File: config.mk
export PLATFORM = sky130hd
export DESIGN_NAME = mbrrm_ctrl
export DESIGN_NICKNAME = d
export VERILOG_FILES = /design/src/design/mbrrm_pkg.sv /design/src/design/mbrrm_ctrl.sv
export SDC_FILE = /design/constraint.sdc
export NUM_CORES = 1
export LEC_CHECK = 0
export BUFFER_PORTS_ARGS = -buffer_cell sky130_fd_sc_hd__buf_2
export CORE_MARGIN = 3
export CORE_UTILIZATION = 45
export CTS_BUF_LIST = sky130_fd_sc_hd__clkbuf_8
export CTS_CLUSTER_SIZE = 24
export DETAILED_ROUTE_END_ITERATION = 16
export PLACE_DENSITY = 0.81
export SLEW_MARGIN = 20
export SYNTH_ARGS = -nofsm -noshare
export SYNTH_HDL_FRONTEND = slang
export SYNTH_SLANG_ARGS = --single-unit
File: constraint.sdc
create_clock -name clk_i -period 2.8 [get_ports clk_i]
set_input_delay 0.56 -clock clk_i [delete_from_list [all_inputs] [get_ports clk_i]]
set_output_delay 0.56 -clock clk_i [all_outputs]
set_load 0.02 [all_outputs]
File: src/design/mbrrm_pkg.sv
// Shared constants, register indexes and the decode record of the bank mapper.
package mbrrm_pkg;

  // Size of the cartridge RAM held inside the block; a power of two.
  localparam int unsigned XRAM_DEPTH    = 32768;
  localparam int unsigned RAM_AW        = $clog2(XRAM_DEPTH);
  localparam int unsigned ROM_ADDR_BITS = 21;

  localparam int unsigned ROM_AW       = 21;
  localparam int unsigned ROM_LEN_W    = 22;
  localparam int unsigned BANK_MASK_W  = 7;
  localparam int unsigned RAM_SEL_W    = 2;
  localparam int unsigned CFG_IDX_W    = 2;

  localparam logic [ROM_AW-1:0] ROM_ADDR_MASK = ROM_AW'((64'd1 << ROM_ADDR_BITS) - 64'd1);

  // Configuration register indexes.
  localparam logic [CFG_IDX_W-1:0] CFG_ROM_LEN   = 2'd0;
  localparam logic [CFG_IDX_W-1:0] CFG_BANK_MASK = 2'd1;
  localparam logic [CFG_IDX_W-1:0] CFG_RAM_SIZE  = 2'd2;

  localparam logic [ROM_LEN_W-1:0]   ROM_LEN_RST   = 22'h008000;
  localparam logic [BANK_MASK_W-1:0] BANK_MASK_RST = 7'h01;
  localparam logic [RAM_SEL_W-1:0]   RAM_SEL_RST   = 2'd0;

  localparam logic [7:0] OPEN_BUS = 8'hFF;

  // Everything the address decode hands to the pipeline for one bus access.
  typedef struct packed {
    logic              ram_en;
    logic              ram_we;
    logic [RAM_AW-1:0] ram_addr;
    logic              use_ram;
    logic [7:0]        rdata;
    logic              fetch;
    logic [ROM_AW-1:0] raddr;
  } dec_t;

endpackage

File: src/design/mbrrm_ctrl.sv
// Bank and configuration registers with the bus address decode.
module mbrrm_ctrl (
  input  logic                                  clk_i,
  input  logic                                  rst_ni,
  input  logic                                  cfg_we_i,
  input  logic [mbrrm_pkg::CFG_IDX_W-1:0]       cfg_index_i,
  input  logic [mbrrm_pkg::ROM_LEN_W-1:0]       cfg_data_i,
  input  logic                                  acc_i,
  input  logic                                  func_i,
  input  logic [15:0]                           addr_i,
  input  logic [7:0]                            wdata_i,
  output mbrrm_pkg::dec_t                       dec_o
);
  import mbrrm_pkg::*;

  localparam logic [2:0] RGN_RAM_ON   = 3'd0;
  localparam logic [2:0] RGN_LOW_BANK = 3'd1;
  localparam logic [2:0] RGN_HIGH     = 3'd2;
  localparam logic [2:0] RGN_MODE     = 3'd3;
  localparam logic [2:0] RGN_EXT_RAM  = 3'd5;

  logic [ROM_LEN_W-1:0]   rom_len_q;
  logic [BANK_MASK_W-1:0] bank_mask_q;
  logic [RAM_SEL_W-1:0]   ram_sel_q;
  logic [4:0]             low_bank_q, low_bank_d;
  logic [1:0]             high_q;
  logic                   mode_q;
  logic                   ram_on_q;

  logic [2:0]             region;
  logic                   ram_ok;
  logic [1:0]             xram_page;
  logic [14:0]            ram_idx;
  logic [6:0]             rom_page;
  logic [ROM_AW-1:0]      rom_off;
  logic                   in_rom;

  always_ff @(posedge clk_i or negedge rst_ni) begin
    if (!rst_ni) begin
      rom_len_q   <= ROM_LEN_RST;
      bank_mask_q <= BANK_MASK_RST;
      ram_sel_q   <= RAM_SEL_RST;
    end else if (cfg_we_i) begin
      unique case (cfg_index_i)
        CFG_ROM_LEN:   rom_len_q   <= cfg_data_i;
        CFG_BANK_MASK: bank_mask_q <= cfg_data_i[BANK_MASK_W-1:0];
        CFG_RAM_SIZE:  ram_sel_q   <= cfg_data_i[RAM_SEL_W-1:0];
        default: ;
      endcase
    end
  end

  assign region     = addr_i[15:13];
  assign low_bank_d = (wdata_i[4:0] == 5'd0) ? 5'd1 : wdata_i[4:0];

  always_ff @(posedge clk_i or negedge rst_ni) begin
    if (!rst_ni) begin
      low_bank_q <= 5'd1;
      high_q     <= 2'd0;
      mode_q     <= 1'b0;
      ram_on_q   <= 1'b0;
    end else if (acc_i && func_i) begin
      unique case (region)
        RGN_RAM_ON:   ram_on_q   <= (wdata_i[3:0] == 4'hA);
        RGN_LOW_BANK: low_bank_q <= low_bank_d;
        RGN_HIGH:     high_q     <= wdata_i[1:0];
        RGN_MODE:     mode_q     <= wdata_i[0];
        default: ;
      endcase
    end
  end

  // RAM bank: the upper bits, reduced to the bank count, only in mode 1.
  always_comb begin
    case (ram_sel_q)
      2'd2:    xram_page = mode_q ? {1'b0, high_q[0]} : 2'd0;
      2'd3:    xram_page = mode_q ? high_q : 2'd0;
      default: xram_page = 2'd0;
    endcase
  end

  assign ram_ok  = ram_on_q && (ram_sel_q != 2'd0);
  assign ram_idx = {xram_page, addr_i[12:0]};

  // ROM translation: bank number in the top bits, slot offset below.
  assign rom_page = (addr_i[14] ? {high_q, low_bank_q} : (mode_q ? {high_q, 5'd0} : 7'd0))
                    & bank_mask_q;
  assign rom_off  = {rom_page, addr_i[13:0]};
  assign in_rom   = {1'b0, rom_off} < rom_len_q;

  always_comb begin
    dec_o          = '0;
    dec_o.ram_addr = ram_idx[RAM_AW-1:0];
    if (func_i) begin
      dec_o.ram_en = (region == RGN_EXT_RAM) && ram_ok;
      dec_o.ram_we = dec_o.ram_en;
    end else if (!addr_i[15]) begin
      if (in_rom) begin
        dec_o.fetch = 1'b1;
        dec_o.raddr = rom_off & ROM_ADDR_MASK;
      end else begin
        dec_o.rdata = OPEN_BUS;
      end
    end else if ((region == RGN_EXT_RAM) && ram_ok) begin
      dec_o.ram_en  = 1'b1;
      dec_o.use_ram = 1'b1;
    end else begin
      dec_o.rdata = OPEN_BUS;
    end
  end

endmodule
==> flow_summary.ini, run 1 <==
[pwr]
p_leak_nw = 1.75
ir_drop_mv = 0.442
power_density_nw_per_um2 = 523
finalPower_mw = 1.93

[final_layout]
num_antenna_cells = 0
utilization_pct = 69.5
final_nets = 427
fin_cells = 425
area_growth_syn_to_layout_pct = 44.1
drive_gt1_share_pct = 54.1
design_area_um2 = 3690

[sta]
fin_skew_ns = 0
setup_violations = 30
rsz0062_at_grt = true
tns_ns = -6.26
max_freq_mhz = 328
post-route-period-util_pct = 109
finalHoldViolations = 0
holdWs_ns = 0.381
tightest_slew_ns = 0.889
fin_ws_ns = -0.253
finalCriticalPeriod_ns = 3.05
worst_slew_margin_rel_pct = 40.7
drv_slew = 0

[detailed_routing]
via_per_inst = 5.13
route.detailed.drc = 0
ant_nets = 0
drt-total-wl_um = 6550
post_drt_wl_per_cell_um = 15.4
vias = 2181
first_pass_iters = 4
drtIter0Drc = 69

[floorplanning]
start_util_pct = 48.3
dieArea_um2 = 6630
core_area_um2 = 5300
die_h_um = 81.4
row_count = 26
fp.dieW_um = 81.4
io_pins = 101

[worst_setup_path]
cp_slowest_cell = a221o_2
crit_chain = buf_6, and3_4, ha_4, a21oi_2, o21a_1, o221ai_1, a221o_2, buf_6, nor4_4, buf_4
worstPathMaxFanout = 7
end_kind = primary output
cp.required_ns = 2.24
crit_top_cell = buf_6
cp.arrival_ns = 2.49
max_stage_delay_ns = 0.41
crit_type = primary input to primary output
critPathLaunchType = primary input

[outcome]
violations = negative setup slack
status = finished with violations

[job]
drv_cap = 0

[clock_tree]
cts.clk_slew.worst_paths_ns = 0.08
cts_max_level = 2
clock_sinks = 40
cts_tree = yes
cts_buffers = 5
cts_max_path_buffers = 2
hold_buffers = 0
root_buffer = clkbuf_8
clock_latency_ns = 0.29

[logic_synthesis]
synth_seq_cells = 40
synth_edf_count = 0
netlist_area_um2 = 2560
async_flop_share_pct = 100
synth_ff_type = dfrtp_1
yosys_warnings = 0
ys_seq_area_share_pct = 39.3
synth_area_per_cell_um2 = 9.96
synthCells = 257
synth.distinct_cells = 34
syn_nets = 330

[global_routing]
overflow = 0
antenna_found_initial = 0
grt_pass1_vias = 2268
grt_max_degree = 41
grt_usage_pct = 20.8
grt_pass1_wl_um = 10600

[placement]
hpwl_um = 5070
place_ws_ns = -0.268
place.gp.congestion = 0.861
place_area_um2 = 3220
dp.cells = 411
portBuffers = 97

[min_path]
holdCritPathClass = primary input to asynchronous set/reset pin
critical path, delay by kind of cell:
| kind | cells | cell delay (ns) |
|---|---|---|
| AO/OA/AOI/OAI | 4 | 0.83 |
| buffers and inverters | 3 | 0.48 |
| AND/OR/NAND/NOR | 2 | 0.37 |
| adder cells (fa/ha/maj) | 1 | 0.24 |
report_power, final:
part	switching, mW	internal [mW]
Combinational	0.364	0.340
Clock	0.213	0.268
Sequential	0.0548	0.689
Total	0.632	1.30
layout make-up:
class                      count  area [um^2]
fill                         412         1620
multi-input combinational    164         1520
tap                           70         87.6
sequential                    40         1000
inverter                      22         82.6
clock buffer                   5         68.8
timing repair buffer         121          872
clock inverter                 3         46.3
cell usage after synthesis (3+ instances only):
cell type,count,area share (%)
dfrtp_1,37,36
nand2_1,30,4.4
inv_1,22,3.2
o21ai_0,21,4.1
buf_4,20,5.9
ha_1,20,9.8
mux2_2,18,7.9
nor3b_2,18,8.8
a21oi_1,11,2.2
nor2_1,10,1.5
clkbuf_1,7,1.0
and3_1,6,1.5
nand4_1,5,1.2
dfstp_2,3,3.1
nor4_1,3,0.73
cells by family (layout without fill, tap and decap cells):
kind of cell,Yosys count,count (layout),share of synthesized area (%)
flops,40,40,39.3
simple gates,86,86,22.5
buf+inv,53,151,11.3
fa+ha+maj,20,20,9.78
compound gates,40,40,9.19
mux,18,18,7.92
timing repair:
item | 4_1_cts | 5_1_grt
resized for setup | 73 | 5
gates cloned | 0 | 0
setup buffers | 4 | 2
setup endpoints to repair | 30 | 30
pin swaps | 13 | 11
placed cells by master (no fill, tap or decap), types with 3 or more instances in the layout:
| cell type | instances |
|---|---|
| and3_4 | 4 |
| o21ai_0 | 21 |
| nor2_1 | 8 |
| ha_4 | 5 |
| buf_4 | 24 |
| buf_6 | 29 |
| nand4_1 | 5 |
| nor3b_4 | 18 |
| clkbuf_8 | 5 |
| nand2_1 | 29 |
| buf_2 | 66 |
| mux2_2 | 18 |
| dfrtp_1 | 37 |
| a21oi_2 | 4 |
| ha_1 | 15 |
| inv_1 | 22 |
| a21oi_1 | 8 |
| dfstp_2 | 3 |
sequential cells by signal (all words and copies together) (netlist names):
signal and flops:
low_bank_q 5, high_q 2, bank_mask_q 7, mode_q 1
ram_on_q 1, rom_len_q 22, ram_sel_q 2
per-layer routing:
metal,track usage (%),part of all wire (%),routed length [um]
met3,3.99,7.8,509
met1,25.7,39,2580
met5,0,0,0
met4,7.26,2.7,174
met2,35.8,50,3290
final timing paths:
kind / cells past startpoint / to / slack [ns] / from
max reg2reg: 2 / mode_q$_DFFE_PN0P_ / 1.86 / mode_q$_DFFE_PN0P_
min reg2reg: 1 / rom_len_q[0]$_DFFE_PN0P_ / 0.52 / rom_len_q[0]$_DFFE_PN0P_
max: 10 / dec_o[19] / -0.25 / addr_i[14]
max in group asynchronous: 1 / rom_len_q[21]$_DFFE_PN0P_ / 1.87 / rst_ni
min: 1 / ram_sel_q[0]$_DFFE_PN0P_ / 0.38 / rst_ni
min in group clk_i: 3 / rom_len_q[7]$_DFFE_PN0P_ / 0.47 / cfg_data_i[7]
Power figures use the tool's default switching activity.
==> run 2: changes to the inputs <==
--- a/config.mk
+++ b/config.mk
@@ -5,13 +5,13 @@
 export SDC_FILE = /design/constraint.sdc
 export NUM_CORES = 1
 export LEC_CHECK = 0
-export BUFFER_PORTS_ARGS = -buffer_cell sky130_fd_sc_hd__buf_2
 export CORE_MARGIN = 3
 export CORE_UTILIZATION = 45
 export CTS_BUF_LIST = sky130_fd_sc_hd__clkbuf_8
 export CTS_CLUSTER_SIZE = 24
 export DETAILED_ROUTE_END_ITERATION = 16
-export PLACE_DENSITY = 0.81
+export DONT_BUFFER_PORTS = 1
+export PLACE_DENSITY = 0.65
 export SLEW_MARGIN = 20
 export SYNTH_ARGS = -nofsm -noshare
 export SYNTH_HDL_FRONTEND = slang
==> flow_summary.ini, run 2 (synthesis gave the netlist of run 1 again) <==
[final_layout]
fin_cells = 325
reg_top3 = rom_len_q: 22 flops, bank_mask_q: 7 flops, low_bank_q: 5 flops
multi_input_area_um2 = 1500
largest_register = rom_len_q
utilization_pct = 56.9
drive_gt1_share_pct = 36.1
num_antenna_cells = 0
num-fill-cells = 477
mostFrequentLayoutCell = dfrtp_1
largest_reg_flops = 22
seq_area_um2 = 1010
design_area_um2 = 3020
area_growth_syn_to_layout_pct = 17.8
mostFrequentLayoutCells = dfrtp_1, nand2_1, inv_1
final_nets = 327

[global_routing]
grt_pass1_vias = 1789
grt_max_degree = 40
grt_usage_pct = 18.0
grt_pass1_wl_um = 8850
overflow = 0
antenna_found_initial = 0

[floorplanning]
fp.dieW_um = 81.4
start_util_pct = 48.3
io_pins = 101
die_h_um = 81.4
dieArea_um2 = 6630
core_area_um2 = 5300
row_count = 26

[pwr]
pwr-share-comb_pct = 30.4
switching_share_pct = 30.8
ir_drop_mv = 0.361
power_density_nw_per_um2 = 583
p_int_mw = 1.22
clockPowerShare_pct = 27.3
p_leak_nw = 1.30
p_sw_uw = 541
seqPwrFrac_pct = 42.3

[outcome]
status = finished with violations
violations = negative setup slack

[worst_setup_path]
worst-r2r-cell-count = 2
critPathLaunchType = flip-flop
r2r_end = high_q[1]$_DFFE_PN0P_
cp.arrival_ns = 2.45
worstPathMaxFanout = 7
reg2reg_from = high_q[1]$_DFFE_PN0P_
cp.required_ns = 2.24
worstSetupEndpoint = dec_o[19]
crit_type = flip-flop to primary output
rrSetupSlack_ns = 1.91
crit_start = bank_mask_q[1]$_DFFE_PN0P_
end_kind = primary output

[placement]
portBuffers = 0
dp.cells = 308
place_area_um2 = 2720
hpwl_um = 4300
place_ws_ns = -0.0596
place.gp.congestion = 0.774

[min_path]
holdCritPathClass = primary input to asynchronous set/reset pin

[detailed_routing]
vias = 1761
post_drt_wl_per_cell_um = 17.4
drt-total-wl_um = 5650
ant_nets = 0
drtIter0Drc = 100
first_pass_iters = 6
via_per_inst = 5.42
route.detailed.drc = 0

[job]
drv_cap = 0

[sta]
fin_ws_ns = -0.213
finalHoldViolations = 0
worst_slew_margin_rel_pct = 72.8
fin_skew_ns = 0
max_freq_mhz = 332
drv_slew = 0
rsz0062_at_grt = true
tightest_slew_ns = 0.408
holdWs_ns = 0.0911
setup_violations = 30
post-route-period-util_pct = 108
finalCriticalPeriod_ns = 3.01

[clock_tree]
clock_sinks = 40
root_buffer = clkbuf_8
cts.clk_slew.worst_paths_ns = 0.08
cts_max_path_buffers = 2
cts_max_level = 2
cts_buffers = 5
clock_latency_ns = 0.29
cts_tree = yes
## run 2: changes by cell type in the layout (fill, tap and decap cells not counted), sizes merged
cell	previous run	this run
clkinvlp	1	0
inv	23	22
clkinv	0	2
buf	121	21
## run 2: layout make-up
cell class | count | share of cell area, %
clock buffer | 5 | 2.28
clock inverter | 3 | 1.58
inverter | 22 | 2.74
multi-input combinational | 164 | 49.8
sequential | 40 | 33.4
tap | 70 | 2.90
timing repair buffer | 21 | 7.30
## run 2: worst min path at each step
stage	start	slack [ns]	endpoint	cells past startpoint
after floorplan	rst_ni	0.26	bank_mask_q[1]$_DFFE_PN0P_	0
after global placement	rst_ni	0.27	rom_len_q[4]$_DFFE_PN0P_	0
after detailed placement	rst_ni	0.27	rom_len_q[4]$_DFFE_PN0P_	0
after CTS	rst_ni	0.09	bank_mask_q[0]$_DFFE_PN1P_	0
after global routing	rst_ni	0.07	bank_mask_q[0]$_DFFE_PN1P_	0
final	rst_ni	0.09	rom_len_q[5]$_DFFE_PN0P_	1
## run 2: layer usage
layer	vias to the layer above	global-route usage, %	wire, um
met5	-	0	0
met4	0	4.56	51
met3	7	5.65	473
met2	68	30.5	2760
met1	824	22.2	2360
li1	862	-	-
## run 2: power by group through the flow
stage	Sequential (mW)	Combinational (mW)	Clock [mW]
after floorplan	0.731	0.432	0
after global placement	0.749	0.440	0
after detailed placement	0.753	0.455	0
after CTS	0.744	0.527	0.493
after global routing	0.755	0.598	0.518
final	0.744	0.535	0.479
## run 2: per-stage QoR
stage	TNS [ns]	power, mW
2_1_floorplan	-2.42	1.16
3_3_place_gp	-0.578	1.19
3_5_place_dp	-0.746	1.21
4_1_cts	-5.68	1.76
5_1_grt	-9.50	1.87
6_report	-5.18	1.76
## run 2: what timing repair did
| item | CTS | global route |
|---|---|---|
| pin swaps | 10 | 3 |
| endpoints found under the hold margin | 37 | 0 |
| gates cloned | 1 | 0 |
| setup endpoints to repair | 30 | 30 |
| resized for setup | 13 | 7 |
| setup buffers | 4 | 4 |
| hold buffers | 1 | 0 |
## run 2: critical path, cell delays in order (launching register included)
cell and delay [ns]:
dfrtp_1 0.39, and3_4 0.20, ha_4 0.24, a21oi_2 0.12, o21a_1 0.14, o221ai_1 0.11
a221o_2 0.34, buf_4 0.15, buf_12 0.14, nor4_4 0.15, buf_4 0.18
